--- src/rtl/partitioned_media_list_core_macros.svh ---
// assertion macros for the partitioned media list core
`ifndef PARTITIONED_MEDIA_LIST_CORE_MACROS_SVH
`define PARTITIONED_MEDIA_LIST_CORE_MACROS_SVH

// condition holds in the same cycle as the trigger
`define PML_ASSERT_NOW(label, trig, cond, msg) \
    label: assert property (@(posedge clk) disable iff (!rst_n) (trig) |-> (cond)) \
        else $error(msg);

// condition holds in the cycle after the trigger
`define PML_ASSERT_NEXT(label, trig, cond, msg) \
    label: assert property (@(posedge clk) disable iff (!rst_n) (trig) |=> (cond)) \
        else $error(msg);

`endif

--- src/rtl/pml_pkg.sv ---
// shared types and codes of the partitioned media list core
package pml_pkg;

    localparam int IDX_W      = 4;
    localparam int TAG_PORT_W = 16;
    localparam int CNT_PORT_W = 5;

    typedef enum logic [2:0] {
        CMD_START          = 3'd0,
        CMD_APPEND         = 3'd1,
        CMD_UPDATE         = 3'd2,
        CMD_REALLOC_FAILED = 3'd3,
        CMD_REALLOC        = 3'd4,
        CMD_RESET          = 3'd5,
        CMD_REQUEUE        = 3'd6,
        CMD_READ           = 3'd7
    } cmd_t;

    typedef enum logic [1:0] {
        ST_OK     = 2'd0,
        ST_UNAVAIL = 2'd1,
        ST_ERROR  = 2'd2
    } status_t;

    typedef enum logic [1:0] {
        OP_NONE,
        OP_APPEND,
        OP_READ,
        OP_SWAP
    } op_t;

    typedef enum logic [2:0] {
        SEQ_IDLE,
        SEQ_READ_PAIR,
        SEQ_WRITE_A,
        SEQ_WRITE_B,
        SEQ_READ_TAG,
        SEQ_APPEND,
        SEQ_DONE
    } seq_state_t;

    // memory work planned for one request
    typedef struct packed {
        op_t  op;
        logic swap0_en;
        logic swap1_en;
    } plan_t;

    typedef struct packed {
        logic idle;
        logic done;
    } seq_status_t;

endpackage

--- src/rtl/pml_tag_mem.sv ---
// tag memory: one write port, two registered read ports
module pml_tag_mem import pml_pkg::*; #(
    parameter int MAX_MEDIA = 16,
    parameter int TAG_BITS  = 16,
    localparam int AW = $clog2(MAX_MEDIA)
) (
    input  logic                clk,
    input  logic                rd_en,
    input  logic [AW-1:0]       rd_addr_a,
    input  logic [AW-1:0]       rd_addr_b,
    output logic [TAG_BITS-1:0] rd_data_a,
    output logic [TAG_BITS-1:0] rd_data_b,
    input  logic                wr_en,
    input  logic [AW-1:0]       wr_addr,
    input  logic [TAG_BITS-1:0] wr_data
);

    logic [TAG_BITS-1:0] mem [MAX_MEDIA];

    always_ff @(posedge clk)
    begin
        if (wr_en)
        begin
            mem[wr_addr] <= wr_data;
        end
    end

    always_ff @(posedge clk)
    begin
        if (rd_en)
        begin
            rd_data_a <= mem[rd_addr_a];
            rd_data_b <= mem[rd_addr_b];
        end
    end

endmodule

--- src/rtl/pml_decode.sv ---
// command decode: checks, counter updates and the memory plan
module pml_decode import pml_pkg::*; #(
    parameter int MAX_MEDIA = 16,
    parameter int TAG_BITS  = 16,
    localparam int CW = $clog2(MAX_MEDIA + 1),
    localparam int AW = $clog2(MAX_MEDIA)
) (
    input  logic [2:0]            cmd,
    input  logic [TAG_PORT_W-1:0] medium_tag,
    input  logic [IDX_W-1:0]      index_a,
    input  logic [IDX_W-1:0]      index_b,
    input  logic [1:0]            status,
    input  logic [CW-1:0]         list_size,
    input  logic [CW-1:0]         alloc_total,
    input  logic [CW-1:0]         avail_total,
    input  logic [CW-1:0]         err_total,
    input  logic                  reset_seen,
    output logic [CW-1:0]         list_size_n,
    output logic [CW-1:0]         alloc_total_n,
    output logic [CW-1:0]         avail_total_n,
    output logic [CW-1:0]         err_total_n,
    output logic                  reset_seen_n,
    output logic                  fault,
    output plan_t                 plan,
    output logic [AW-1:0]         a0,
    output logic [AW-1:0]         b0,
    output logic [AW-1:0]         a1,
    output logic [AW-1:0]         b1,
    output logic [TAG_BITS-1:0]   wr_tag
);

    localparam int XW  = (CW > IDX_W) ? CW : IDX_W;
    localparam int C1W = CW + 1;
    localparam int SW  = CW + 2;

    logic          ia_ok;
    logic          ib_ok;
    logic [CW-1:0] avail_dec;
    logic [CW-1:0] last_usable;
    logic [SW-1:0] sum3;
    logic [C1W-1:0] sum2;
    logic [AW-1:0] ia_addr;
    logic [AW-1:0] ib_addr;

    assign ia_ok       = XW'(index_a) < XW'(list_size);
    assign ib_ok       = XW'(index_b) < XW'(list_size);
    assign avail_dec   = avail_total - CW'(1);
    assign last_usable = list_size - err_total - CW'(1);
    assign sum3        = SW'(avail_total) + SW'(err_total) + SW'(alloc_total);
    assign sum2        = C1W'(err_total) + C1W'(alloc_total);
    assign ia_addr     = AW'(index_a);
    assign ib_addr     = AW'(index_b);
    assign wr_tag      = TAG_BITS'(medium_tag);

    always_comb
    begin
        list_size_n   = list_size;
        alloc_total_n = alloc_total;
        avail_total_n = avail_total;
        err_total_n   = err_total;
        reset_seen_n  = reset_seen;
        fault         = 1'b0;
        plan.op       = OP_NONE;
        plan.swap0_en = 1'b0;
        plan.swap1_en = 1'b0;
        a0            = ia_addr;
        b0            = ia_addr;
        a1            = ia_addr;
        b1            = ia_addr;

        unique case (cmd_t'(cmd))
            CMD_START:
            begin
                avail_total_n = list_size;
                alloc_total_n = '0;
                err_total_n   = '0;
                reset_seen_n  = 1'b0;
            end
            CMD_APPEND:
            begin
                if (C1W'(list_size) >= C1W'(MAX_MEDIA))
                begin
                    fault = 1'b1;
                end
                else
                begin
                    plan.op     = OP_APPEND;
                    a0          = AW'(list_size);
                    list_size_n = list_size + CW'(1);
                end
            end
            CMD_UPDATE:
            begin
                if (!ia_ok)
                begin
                    fault = 1'b1;
                end
                else
                begin
                    case (status_t'(status))
                        ST_OK:
                        begin
                            if (alloc_total >= list_size)
                            begin
                                fault = 1'b1;
                            end
                            else
                            begin
                                plan.swap0_en = 1'b1;
                                b0            = AW'(alloc_total);
                                alloc_total_n = alloc_total + CW'(1);
                            end
                        end
                        ST_UNAVAIL:
                        begin
                            if (avail_total == '0)
                            begin
                                fault = 1'b1;
                            end
                            else
                            begin
                                avail_total_n = avail_dec;
                                plan.swap1_en = XW'(index_a) < XW'(avail_dec);
                                b1            = AW'(avail_dec);
                            end
                        end
                        ST_ERROR:
                        begin
                            if (avail_total == '0 || err_total >= list_size ||
                                (reset_seen && alloc_total == '0))
                            begin
                                fault = 1'b1;
                            end
                            else
                            begin
                                // move to the back of the usable part, then
                                // out of the available section
                                plan.swap0_en = (list_size - err_total) != avail_total;
                                b0            = AW'(last_usable);
                                err_total_n   = err_total + CW'(1);
                                if (reset_seen)
                                begin
                                    alloc_total_n = alloc_total - CW'(1);
                                end
                                avail_total_n = avail_dec;
                                plan.swap1_en = XW'(index_a) < XW'(avail_dec);
                                b1            = AW'(avail_dec);
                            end
                        end
                        default:
                        begin
                            fault = 1'b1;
                        end
                    endcase
                end
            end
            CMD_REALLOC_FAILED:
            begin
                if (!ia_ok || !ib_ok || err_total >= list_size ||
                    avail_total == '0 || sum3 != SW'(list_size))
                begin
                    fault = 1'b1;
                end
                else
                begin
                    plan.swap0_en = 1'b1;
                    plan.swap1_en = 1'b1;
                    b0            = AW'(last_usable);
                    a1            = ib_addr;
                    b1            = AW'(last_usable);
                    err_total_n   = err_total + CW'(1);
                    avail_total_n = avail_dec;
                end
            end
            CMD_REALLOC:
            begin
                if (!ia_ok || !ib_ok)
                begin
                    fault = 1'b1;
                end
                else
                begin
                    plan.swap0_en = 1'b1;
                    b0            = ib_addr;
                end
            end
            CMD_RESET:
            begin
                if (sum2 > C1W'(list_size))
                begin
                    fault = 1'b1;
                end
                else
                begin
                    avail_total_n = list_size - err_total - alloc_total;
                    reset_seen_n  = 1'b1;
                end
            end
            CMD_REQUEUE:
            begin
                if (err_total > list_size)
                begin
                    fault = 1'b1;
                end
                else
                begin
                    avail_total_n = list_size - err_total;
                    alloc_total_n = '0;
                end
            end
            CMD_READ:
            begin
                if (!ia_ok)
                begin
                    fault = 1'b1;
                end
                else
                begin
                    plan.op = OP_READ;
                end
            end
        endcase

        if (plan.swap0_en || plan.swap1_en)
        begin
            plan.op = OP_SWAP;
        end
    end

endmodule

--- src/rtl/pml_seq.sv ---
// memory sequencer: append writes, reads and up to two dependent swaps
module pml_seq import pml_pkg::*; #(
    parameter int MAX_MEDIA = 16,
    parameter int TAG_BITS  = 16,
    localparam int AW = $clog2(MAX_MEDIA)
) (
    input  logic                clk,
    input  logic                rst_n,
    input  logic                start,
    input  plan_t               plan,
    input  logic [AW-1:0]       a0,
    input  logic [AW-1:0]       b0,
    input  logic [AW-1:0]       a1,
    input  logic [AW-1:0]       b1,
    input  logic [TAG_BITS-1:0] wr_tag,
    input  logic                take,
    output seq_status_t         seq_st,
    output logic [TAG_BITS-1:0] rd_tag,
    output logic                mem_rd_en,
    output logic [AW-1:0]       mem_rd_addr_a,
    output logic [AW-1:0]       mem_rd_addr_b,
    input  logic [TAG_BITS-1:0] mem_rd_data_a,
    input  logic [TAG_BITS-1:0] mem_rd_data_b,
    output logic                mem_wr_en,
    output logic [AW-1:0]       mem_wr_addr,
    output logic [TAG_BITS-1:0] mem_wr_data
);

    seq_state_t          state_reg, state_next;
    logic                phase_reg, phase_next;
    op_t                 op_reg;
    logic                swap1_reg;
    logic [AW-1:0]       a0_reg, b0_reg, a1_reg, b1_reg;
    logic [TAG_BITS-1:0] wr_tag_reg;
    logic [TAG_BITS-1:0] hold_reg;
    logic [TAG_BITS-1:0] rd_tag_reg;
    logic [AW-1:0]       cur_a;
    logic [AW-1:0]       cur_b;
    seq_state_t          first_state;

    assign cur_a = phase_reg ? a1_reg : a0_reg;
    assign cur_b = phase_reg ? b1_reg : b0_reg;

    always_comb
    begin
        unique case (plan.op)
            OP_NONE:   first_state = SEQ_DONE;
            OP_APPEND: first_state = SEQ_APPEND;
            OP_READ:   first_state = SEQ_READ_PAIR;
            OP_SWAP:   first_state = SEQ_READ_PAIR;
        endcase
    end

    always_ff @(posedge clk or negedge rst_n)
    begin
        if (!rst_n)
        begin
            state_reg <= SEQ_IDLE;
            phase_reg <= 1'b0;
            op_reg    <= OP_NONE;
            swap1_reg <= 1'b0;
        end
        else
        begin
            state_reg <= state_next;
            phase_reg <= phase_next;
            if (start)
            begin
                op_reg    <= plan.op;
                swap1_reg <= plan.swap1_en;
            end
        end
    end

    always_comb
    begin
        state_next    = state_reg;
        phase_next    = phase_reg;
        mem_rd_en     = 1'b0;
        mem_rd_addr_a = cur_a;
        mem_rd_addr_b = cur_b;
        mem_wr_en     = 1'b0;
        mem_wr_addr   = cur_a;
        mem_wr_data   = mem_rd_data_b;

        unique case (state_reg)
            SEQ_IDLE:
            begin
                if (start)
                begin
                    state_next = first_state;
                    phase_next = !plan.swap0_en;
                end
            end
            SEQ_READ_PAIR:
            begin
                mem_rd_en  = 1'b1;
                state_next = (op_reg == OP_READ) ? SEQ_READ_TAG : SEQ_WRITE_A;
            end
            SEQ_WRITE_A:
            begin
                mem_wr_en  = 1'b1;
                state_next = SEQ_WRITE_B;
            end
            SEQ_WRITE_B:
            begin
                mem_wr_en   = 1'b1;
                mem_wr_addr = cur_b;
                mem_wr_data = hold_reg;
                // second swap reads only after both writes of the first land
                if (!phase_reg && swap1_reg)
                begin
                    phase_next = 1'b1;
                    state_next = SEQ_READ_PAIR;
                end
                else
                begin
                    state_next = SEQ_DONE;
                end
            end
            SEQ_READ_TAG:
            begin
                state_next = SEQ_DONE;
            end
            SEQ_APPEND:
            begin
                mem_wr_en   = 1'b1;
                mem_wr_addr = a0_reg;
                mem_wr_data = wr_tag_reg;
                state_next  = SEQ_DONE;
            end
            SEQ_DONE:
            begin
                if (take)
                begin
                    if (start)
                    begin
                        state_next = first_state;
                        phase_next = !plan.swap0_en;
                    end
                    else
                    begin
                        state_next = SEQ_IDLE;
                    end
                end
            end
        endcase
    end

    always_ff @(posedge clk)
    begin
        if (start)
        begin
            a0_reg     <= a0;
            b0_reg     <= b0;
            a1_reg     <= a1;
            b1_reg     <= b1;
            wr_tag_reg <= wr_tag;
            rd_tag_reg <= '0;
        end
        else if (state_reg == SEQ_READ_TAG)
        begin
            rd_tag_reg <= mem_rd_data_a;
        end
        if (state_reg == SEQ_WRITE_A)
        begin
            hold_reg <= mem_rd_data_a;
        end
    end

    assign rd_tag      = rd_tag_reg;
    assign seq_st.idle = (state_reg == SEQ_IDLE);
    assign seq_st.done = (state_reg == SEQ_DONE);

endmodule

--- src/rtl/partitioned_media_list_core.sv ---
// top level of the partitioned media list core
// a request with no memory work goes straight to done; an append writes its tag, a read issues
// a memory read and then captures the tag, and a swap request does one or two swaps; each swap is
// a read pair plus two writes on the single write port of the tag memory
// the next request is taken in the same cycle as the last result is loaded
// reset clears counters, flags and handshake state; tag slots are undefined until written
`include "partitioned_media_list_core_macros.svh"
module partitioned_media_list_core import pml_pkg::*; #(
    parameter int MAX_MEDIA = 16,
    parameter int TAG_BITS  = 16
) (
    input  logic                  clk,
    input  logic                  rst_n,
    // request channel
    input  logic                  req_valid,
    output logic                  req_stall,
    input  logic [2:0]            cmd,
    input  logic [TAG_PORT_W-1:0] medium_tag,
    input  logic [IDX_W-1:0]      index_a,
    input  logic [IDX_W-1:0]      index_b,
    input  logic [1:0]            status,
    // result channel
    output logic                  rsp_valid,
    input  logic                  rsp_stall,
    output logic [CNT_PORT_W-1:0] available_count,
    output logic [CNT_PORT_W-1:0] allocated_count,
    output logic [CNT_PORT_W-1:0] error_count,
    output logic [CNT_PORT_W-1:0] usable_count,
    output logic [TAG_PORT_W-1:0] entry_tag,
    output logic                  fault
);

    localparam int CW = $clog2(MAX_MEDIA + 1);
    localparam int AW = $clog2(MAX_MEDIA);

    // section counters
    logic [CW-1:0] list_reg;
    logic [CW-1:0] alloc_reg;
    logic [CW-1:0] avail_reg;
    logic [CW-1:0] err_reg;
    logic          reset_seen_reg;
    logic          fault_reg;

    // decoder outputs
    logic [CW-1:0]       list_next;
    logic [CW-1:0]       alloc_next;
    logic [CW-1:0]       avail_next;
    logic [CW-1:0]       err_next;
    logic                reset_seen_next;
    logic                fault_next;
    plan_t               plan;
    logic [AW-1:0]       a0, b0, a1, b1;
    logic [TAG_BITS-1:0] wr_tag;

    // sequencer and memory
    seq_status_t         seq_st;
    logic [TAG_BITS-1:0] rd_tag;
    logic                mem_rd_en;
    logic [AW-1:0]       mem_rd_addr_a;
    logic [AW-1:0]       mem_rd_addr_b;
    logic [TAG_BITS-1:0] mem_rd_data_a;
    logic [TAG_BITS-1:0] mem_rd_data_b;
    logic                mem_wr_en;
    logic [AW-1:0]       mem_wr_addr;
    logic [TAG_BITS-1:0] mem_wr_data;

    // result register
    logic                  rsp_valid_reg;
    logic [CNT_PORT_W-1:0] avail_out_reg;
    logic [CNT_PORT_W-1:0] alloc_out_reg;
    logic [CNT_PORT_W-1:0] err_out_reg;
    logic [CNT_PORT_W-1:0] usable_out_reg;
    logic [TAG_PORT_W-1:0] tag_out_reg;
    logic                  fault_out_reg;

    logic          take;
    logic          accept;
    logic          load_rsp;
    logic [CW-1:0] usable;

    // result register can take a finished request when empty or draining
    assign take     = !rsp_valid_reg || !rsp_stall;
    assign load_rsp = seq_st.done && take;
    // the next request may enter in the same cycle the finished one moves out
    assign req_stall = !(seq_st.idle || load_rsp);
    assign accept    = req_valid && !req_stall;

    pml_decode #(
        .MAX_MEDIA (MAX_MEDIA),
        .TAG_BITS  (TAG_BITS)
    ) u_decode (
        .cmd           (cmd),
        .medium_tag    (medium_tag),
        .index_a       (index_a),
        .index_b       (index_b),
        .status        (status),
        .list_size     (list_reg),
        .alloc_total   (alloc_reg),
        .avail_total   (avail_reg),
        .err_total     (err_reg),
        .reset_seen    (reset_seen_reg),
        .list_size_n   (list_next),
        .alloc_total_n (alloc_next),
        .avail_total_n (avail_next),
        .err_total_n   (err_next),
        .reset_seen_n  (reset_seen_next),
        .fault         (fault_next),
        .plan          (plan),
        .a0            (a0),
        .b0            (b0),
        .a1            (a1),
        .b1            (b1),
        .wr_tag        (wr_tag)
    );

    pml_seq #(
        .MAX_MEDIA (MAX_MEDIA),
        .TAG_BITS  (TAG_BITS)
    ) u_seq (
        .clk           (clk),
        .rst_n         (rst_n),
        .start         (accept),
        .plan          (plan),
        .a0            (a0),
        .b0            (b0),
        .a1            (a1),
        .b1            (b1),
        .wr_tag        (wr_tag),
        .take          (take),
        .seq_st        (seq_st),
        .rd_tag        (rd_tag),
        .mem_rd_en     (mem_rd_en),
        .mem_rd_addr_a (mem_rd_addr_a),
        .mem_rd_addr_b (mem_rd_addr_b),
        .mem_rd_data_a (mem_rd_data_a),
        .mem_rd_data_b (mem_rd_data_b),
        .mem_wr_en     (mem_wr_en),
        .mem_wr_addr   (mem_wr_addr),
        .mem_wr_data   (mem_wr_data)
    );

    pml_tag_mem #(
        .MAX_MEDIA (MAX_MEDIA),
        .TAG_BITS  (TAG_BITS)
    ) u_tag_mem (
        .clk       (clk),
        .rd_en     (mem_rd_en),
        .rd_addr_a (mem_rd_addr_a),
        .rd_addr_b (mem_rd_addr_b),
        .rd_data_a (mem_rd_data_a),
        .rd_data_b (mem_rd_data_b),
        .wr_en     (mem_wr_en),
        .wr_addr   (mem_wr_addr),
        .wr_data   (mem_wr_data)
    );

    // counters move at request time; a rejected request reloads the same values
    always_ff @(posedge clk or negedge rst_n)
    begin
        if (!rst_n)
        begin
            list_reg       <= '0;
            alloc_reg      <= '0;
            avail_reg      <= '0;
            err_reg        <= '0;
            reset_seen_reg <= 1'b0;
            fault_reg      <= 1'b0;
        end
        else if (accept)
        begin
            list_reg       <= list_next;
            alloc_reg      <= alloc_next;
            avail_reg      <= avail_next;
            err_reg        <= err_next;
            reset_seen_reg <= reset_seen_next;
            fault_reg      <= fault_next;
        end
    end

    assign usable = (list_reg >= err_reg) ? (list_reg - err_reg) : '0;

    always_ff @(posedge clk or negedge rst_n)
    begin
        if (!rst_n)
        begin
            rsp_valid_reg <= 1'b0;
        end
        else if (load_rsp)
        begin
            rsp_valid_reg <= 1'b1;
        end
        else if (!rsp_stall)
        begin
            rsp_valid_reg <= 1'b0;
        end
    end

    // counters here still belong to the finished request: a new one that enters
    // at this edge updates them at this same edge, so the old values are captured
    always_ff @(posedge clk)
    begin
        if (load_rsp)
        begin
            avail_out_reg  <= CNT_PORT_W'(avail_reg);
            alloc_out_reg  <= CNT_PORT_W'(alloc_reg);
            err_out_reg    <= CNT_PORT_W'(err_reg);
            usable_out_reg <= CNT_PORT_W'(usable);
            tag_out_reg    <= TAG_PORT_W'(rd_tag);
            fault_out_reg  <= fault_reg;
        end
    end

    assign rsp_valid       = rsp_valid_reg;
    assign available_count = avail_out_reg;
    assign allocated_count = alloc_out_reg;
    assign error_count     = err_out_reg;
    assign usable_count    = usable_out_reg;
    assign entry_tag       = tag_out_reg;
    assign fault           = fault_out_reg;

    // sections never outgrow the list, and the list never outgrows the store
    `PML_ASSERT_NOW(a_sections_fit, 1'b1,
        (alloc_reg <= list_reg) && (err_reg <= list_reg) && (avail_reg <= list_reg),
        "section counter exceeds list size")
    `PML_ASSERT_NOW(a_list_fits, 1'b1, ({1'b0, list_reg} <= (CW + 1)'(MAX_MEDIA)),
        "list size exceeds store depth")
    // a rejected request leaves every counter alone
    `PML_ASSERT_NEXT(a_fault_no_change, accept && fault_next,
        $stable(list_reg) && $stable(alloc_reg) && $stable(avail_reg) && $stable(err_reg)
        && $stable(reset_seen_reg), "rejected request changed state")
    // a result is only produced by a finished sequence
    `PML_ASSERT_NOW(a_rsp_from_done, $rose(rsp_valid_reg), $past(seq_st.done),
        "result loaded without finished request")

endmodule
--- config.mk ---
export PLATFORM = sky130hd
export DESIGN_NAME = partitioned_media_list_core
export DESIGN_NICKNAME = d
export VERILOG_FILES = /design/src/rtl/pml_pkg.sv /design/src/rtl/pml_tag_mem.sv /design/src/rtl/pml_decode.sv /design/src/rtl/pml_seq.sv /design/src/rtl/partitioned_media_list_core.sv
export VERILOG_INCLUDE_DIRS = /design/src /design/src/rtl
export SDC_FILE = /design/constraint.sdc
export NUM_CORES = 1
export LEC_CHECK = 0
export ABC_AREA = 0
export BUFFER_PORTS_ARGS = -buffer_cell sky130_fd_sc_hd__clkbuf_2
export CORE_AREA = 2 2 187 189
export DETAILED_ROUTE_END_ITERATION = 6
export DIE_AREA = 0 0 189 191
export GPL_TIMING_DRIVEN = 1
export PLACE_DENSITY_LB_ADDON = 0.25
export SLEW_MARGIN = 0
export SYNTH_ARGS = -nofsm -noshare
export SYNTH_HDL_FRONTEND = slang
export SYNTH_SLANG_ARGS = --single-unit
--- constraint.sdc ---
create_clock -name clk -period 9.99 [get_ports clk]
set_clock_uncertainty 0.15 [all_clocks]
set_input_delay 2.997 -clock clk [delete_from_list [all_inputs] [get_ports clk]]
set_output_delay 2.997 -clock clk [all_outputs]
set_load 0.01 [all_outputs]
==> reports/metrics.cfg, run 1 <==
[sta]
rsz0062_at_grt = false
finalCriticalPeriod_ns = 6.787
fin_ws_ns = 3.203
worst_pin_slew_ns = 1.162
fmax_mhz = 147.3
tns_ns = 0
slew_headroom_pct = 20.85
finalMaxSlewViolations = 0
setup_viol_count_final = 0
hold_slack_ns = 0.2817
fin_crit_sh_pct = 67.93
finalHoldViolations = 0

[floorplanning]
coreArea_um2 = 34120
die_h_um = 191
die_w_um = 189
die_area_um2 = 36100
placementRows = 68
start_util_pct = 60.90
io_pins = 72

[flow_run]
drv_cap = 0

[drt]
wl_um = 55860
num_vias = 13850
dr.pass1.iters = 5
drc = 0
postRouteAntennaNets = 0
drt_iter0_markers = 1630
wl_per_cell_um = 27.64
vias_per_cell = 6.851

[global_routing]
grt_first_pass_wirelength_um = 83850
track_usage_pct = 31.63
first_global_vias = 13680
grt_overflow = 0
grt_start_max_net_pins = 66
antenna_found_initial = 2

[logic_synthesis]
synth_edf_count = 373
synth_cell_types = 84
ys_ff_latch = 419
async_flop_share_pct = 7.160
syn_nets = 1559
syn-mean-instance-area_um2 = 14.21
synthCells = 1462
ys_warn_count = 0
synth_area_um2 = 20780
seq_area_frac_synth_pct = 59.06
synth_ff_type = edfxtp_1

[layout]
fillers = 2289
design_area_um2 = 23290
largest_reg_flops = 256
final_layout_size_suffix_gt1_share_pct = 22.88
post-route-util_pct = 68.27
area_delta_synth_final_pct = 12.10
nets = 1627
top_register = u_tag_mem.mem

[clocking]
ctsLongestPathBuffers = 3
clk_pin_slew_ns = 0.06
insertion_delay_ns = 0.59
cts_resized = 0
clock_sinks = 419
cts_tree = done
cts_inserted_buffers = 43
cts_setup_buffers = 0
cts_hold_buf = 0
htree_levels = 2
ctsRootBufferMaster = clkbuf_16

[worst_setup_path]
crit_path_end_kind = primary output
start_kind = input port
critPathKind = input port to primary output
cp.required_ns = 6.84
cp.arrival_ns = 3.64
critPathMaxFanout = 3

[placed_design]
dpl.hpwl_um = 34220
port_buffers = 71
pre_cts_slack_ns = 3.213
dpl_cell_area_um2 = 21760
routabilityCongestion = 0.9533

[min_path]
min_path_type = flop to flop

[pwr]
cellLeakagePower_nw = 8.283
power_density_nw_per_um2 = 300.2
ir_drop_mv = 0.1931

[run_status]
status = completed

==> through the flow <==
stage,power [mW],std cells
final,6.994,2021
after global routing,7.304,2020
after detailed placement,5.228,1940
after global placement,5.160,1940
after floorplan,4.404,1462
after CTS,6.975,2020
==> layout make-up <==
class / count / area, µm² / area share (%)
diodes: 1 / 2.502 / 0.01074
flip-flops and latches: 419 / 12270 / 52.68
repair buffers: 102 / 588.1 / 2.525
multi-input cells: 926 / 8184 / 35.13
inverters: 38 / 142.6 / 0.6123
well taps: 455 / 569.3 / 2.444
clock buffers: 53 / 1166 / 5.006
clock inverters: 27 / 369.1 / 1.585
==> report_power, final <==
part	switching [mW]	internal, mW
logic	1.58	1.02
registers	0.244	2.41
clock network	0.693	1.05
==> cell usage in the layout (no fill, tap or decap), types with 6 or more instances in the layout <==
cell type | netlist | routed
mux2i_1 | 14 | 8
edfxtp_1 | 373 | 373
clkinv_2 | 0 | 6
o22ai_1 | 7 | 7
nand3_1 | 12 | 12
mux4_2 | 128 | 128
xor2_1 | 9 | 9
nand2b_1 | 12 | 12
nor2b_1 | 8 | 8
nor2_1 | 65 | 49
bufinv_16 | 0 | 8
a21o_1 | 13 | 13
and2_1 | 26 | 26
nor3_1 | 8 | 8
a31oi_1 | 34 | 34
clkbuf_16 | 0 | 45
nor2_2 | 0 | 16
mux2_2 | 8 | 7
a22oi_1 | 21 | 21
buf_4 | 0 | 31
ha_1 | 58 | 58
fa_1 | 6 | 6
a21oi_1 | 65 | 64
and3_1 | 20 | 20
xnor2_1 | 23 | 23
o211ai_1 | 7 | 7
clkbuf_2 | 1 | 71
nand2_1 | 215 | 215
dfxtp_1 | 16 | 16
dfrtp_1 | 30 | 30
a211oi_1 | 26 | 26
or2_2 | 6 | 6
o21ai_0 | 46 | 45
clkbuf_1 | 51 | 7
inv_1 | 38 | 37
==> synthesized netlist by cell type, types with 13 or more instances <==
cell type	number	area share, %
ha_1	58	3.5
a21oi_1	65	1.6
mux2i_1	14	0.67
dfrtp_1	30	3.6
inv_1	38	0.69
a211oi_1	26	0.94
buf_2	16	0.39
dfxtp_1	16	1.5
o21ai_0	46	1.1
and2_1	26	0.78
clkbuf_1	51	0.92
and3_1	20	0.60
nor2_1	65	1.2
xnor2_1	23	0.97
mux4_2	128	14
a21o_1	13	0.47
a22oi_1	21	0.76
edfxtp_1	373	54
a31oi_1	34	1.0
nand2_1	215	3.9
==> per-layer routing <==
metal	up-vias	share of wire [%]	wire, µm	global-route usage (%)
met1	6934	38	21260	43.51
met5	-	0.023	13	0
met4	2	3.4	1905	13.46
li1	5844	-	-	-
met2	927	47	26210	49.23
met3	139	12	6473	7.178
==> worst paths after layout <==
| check | slack [ns] | start | depth (start not counted) | to |
|---|---|---|---|---|
| min in group asynchronous | 2.39 | rst_n | 1 | list_reg[1] |
| hold / removal | 0.28 | u_seq.rd_tag[11] | 0 | entry_tag[11] |
| setup reg to reg | 5.31 | avail_reg[0] | 14 | u_seq.a1_reg[2] |
| setup / recovery | 3.20 | rsp_stall | 6 | req_stall |
| hold reg to reg | 0.28 | u_seq.rd_tag[11] | 0 | entry_tag[11] |
| max in group asynchronous | 6.74 | rst_n | 1 | u_seq.state_reg[1] |
==> cells by family after synthesis <==
group,after synthesis,synth area share [%]
AND/OR/NAND/NOR,397,8.822
AO/OA/AOI/OAI,279,9.141
XOR/XNOR,34,1.566
multiplexers,152,15.13
adder cells (fa/ha/maj),64,4.071
flip-flops,419,59.06
buffers and inverters,117,2.216
==> worst max-delay path: stages <==
cell and delay (ns):
clkbuf_2 0.13, nand2_1 0.10, a21oi_1 0.15, nor2_1 0.07, inv_1 0.07, clkbuf_2 0.12
Power figures use the tool's default switching activity.
==> run 2: changes to the inputs <==
clock period = 6.81 ns   (was 9.99 ns; I/O delays follow)
==> run 2 against run 1 <==
Effect of this change:
- final area shrank 0.39%
- sequential power up 47%
- non-clock buffer count increased by 3
- routed wire length rose by 1.0%
- clock-buffer cell count grew 8
- combinational power grew 48%
- sequential share of layout area up 0.21 points
- highest routed layer unchanged
==> reports/metrics.cfg, run 2 (same netlist as run 1, synthesis figures left out) <==
[layout]
final_layout_size_suffix_gt1_share_pct = 22.63  ; -0.25 points
area_delta_synth_final_pct = 11.66
multi_input_area_um2 = 8184  ; unchanged
layout_common_cells = 373 x edfxtp_1, 215 x nand2_1, 128 x mux4_2
largest_reg_flops = 256  ; unchanged
fillers = 2287  ; -0.087%
nets = 1631  ; +0.25%
final_common_cell = edfxtp_1
top_register = u_tag_mem.mem
instances_no_fill = 2025  ; +0.20%
seq_area_um2 = 12270  ; unchanged

[global_routing]
track_usage_pct = 31.86  ; +0.23 points
use_met3_pct = 8.592  ; +1.4 points
use_met1_pct = 43.18  ; -0.33 points
antenna_found_initial = 2  ; unchanged
grt_start_max_net_pins = 49  ; -26%
first_global_vias = 13910  ; +1.7%
grt_overflow = 0  ; unchanged
use_met2_pct = 49.62  ; +0.39 points
top_usage_layer = met2
grt_first_pass_wirelength_um = 84490  ; +0.77%

[drt]
dr.pass1.iters = 6  ; +1
wl_um = 56440  ; +1.0%
postRouteAntennaNets = 0  ; unchanged
num_vias = 13910  ; +0.48%
vias_per_cell = 6.870  ; +0.28%
wl_per_cell_um = 27.87  ; +0.84%
drc = 0  ; unchanged
drt_iter0_markers = 1568  ; -3.8%

[sta]
finalCriticalPeriod_ns = 4.968
setup_viol_count_final = 0  ; unchanged
rsz0062_at_grt = false
tns_ns = 0  ; unchanged
finalHoldViolations = 0  ; unchanged
worst_pin_slew_ns = 1.215  ; +0.05268 ns
slew_headroom_pct = 18.82  ; -2.0 points
hold_slack_ns = 0.2783  ; -0.003432 ns
fin_crit_sh_pct = 72.95
fmax_mhz = 201.3
finalMaxSlewViolations = 0  ; unchanged

[floorplanning]
die_area_um2 = 36100  ; unchanged
start_util_pct = 60.90  ; unchanged
coreArea_um2 = 34120  ; unchanged
placementRows = 68  ; unchanged
die_h_um = 191  ; unchanged
die_w_um = 189  ; unchanged
io_pins = 72  ; unchanged

[clocking]
ctsRootBufferMaster = clkbuf_16
cts_tree = done
clock_sinks = 419  ; unchanged
insertion_delay_ns = 0.55  ; -0.04 ns
cts_setup_buffers = 0  ; unchanged
cts_hold_buf = 0  ; unchanged
cts_resized = 0  ; unchanged
htree_levels = 2  ; unchanged
cts_inserted_buffers = 44  ; +2.3%
ctsLongestPathBuffers = 3  ; unchanged
clk_pin_slew_ns = 0.06  ; about the same

[pwr]
total_power_mw = 10.10  ; +44%
cellLeakagePower_nw = 8.238  ; -0.54%
power_density_nw_per_um2 = 435.2  ; +45%
ir_drop_mv = 0.3244  ; +68%

[placed_design]
dp.cells = 1943  ; +0.15%
port_buffers = 71  ; unchanged
routabilityCongestion = 0.9429  ; -1.1%
dpl.hpwl_um = 35690  ; +4.3%

[worst_setup_path]
crit_path_start = rsp_stall
r2r_start = avail_reg[0]
ff2ff_setup_slack_ns = 2.13  ; -3.18 ns
critPathMaxFanout = 3  ; unchanged
critPathKind = input port to primary output
start_kind = input port
crit_path_end_kind = primary output
cp.required_ns = 4.62  ; -2.22 ns
cp.arrival_ns = 2.78  ; -0.86 ns

[min_path]
min_path_type = flop to flop
hold_start = u_seq.rd_tag[7]

[run_status]
status = completed

[flow_run]
drv_cap = 0  ; unchanged

==> run 2: changes by cell type in the layout (fill, tap and decap cells not counted) <==
cell,change
buf_4,+2
buf_12,+1
inv_16,-1
clkinv_2,+1
inv_6,-2
clkbuf_1,+7
clkinv_8,+1
inv_8,-1
clkbuf_16,+1
bufinv_16,-5
==> run 2: worst max-delay path: stages <==
cell,delay (ns)
clkbuf_2,0.14
nand2_1,0.11
a21oi_1,0.18
nor2_1,0.09
inv_1,0.09
clkbuf_2,0.13
==> run 2: worst paths after layout <==
path / to / depth (start not counted)
hold reg to reg: entry_tag[7] / 0
min in group asynchronous: avail_reg[3] / 1
hold / removal: entry_tag[7] / 0
max in group asynchronous: list_reg[2] / 1
setup reg to reg: u_seq.b1_reg[3] / 16
setup / recovery: req_stall / 6
==> run 2: through the flow <==
stage	area, µm²	setup WS (ns)	util [%]
6_report	23200	1.842	68.01
2_1_floorplan	20780	2.240	-
3_5_place_dp	21790	1.875	63.87
5_1_grt	23200	1.801	68.00
3_3_place_gp	21790	1.938	63.87
4_1_cts	23200	1.852	68.00
==> run 2: power breakdown <==
| part | switching (mW) | internal, mW | leakage (nW) |
|---|---|---|---|
| clock | 0.975 | 1.37 | 0.680 |
| sequential | 0.360 | 3.54 | 3.91 |
| combinational | 2.35 | 1.50 | 3.65 |
==> run 2: area by class of cell <==
type	count	area share [%]
inverters	38	0.6148
repair buffers	105	2.686
flip-flops and latches	419	52.89
clock buffers	61	5.247
clock inverters	20	0.8251
multi-input cells	926	35.27
well taps	455	2.454
diodes	1	0.01079
==> run 2: per-layer routing <==
layer | wire [µm] | up-vias
li1 | - | 5855
met1 | 21560 | 6899
met5 | 13 | -
met3 | 6668 | 188
met4 | 2234 | 2
met2 | 25970 | 968
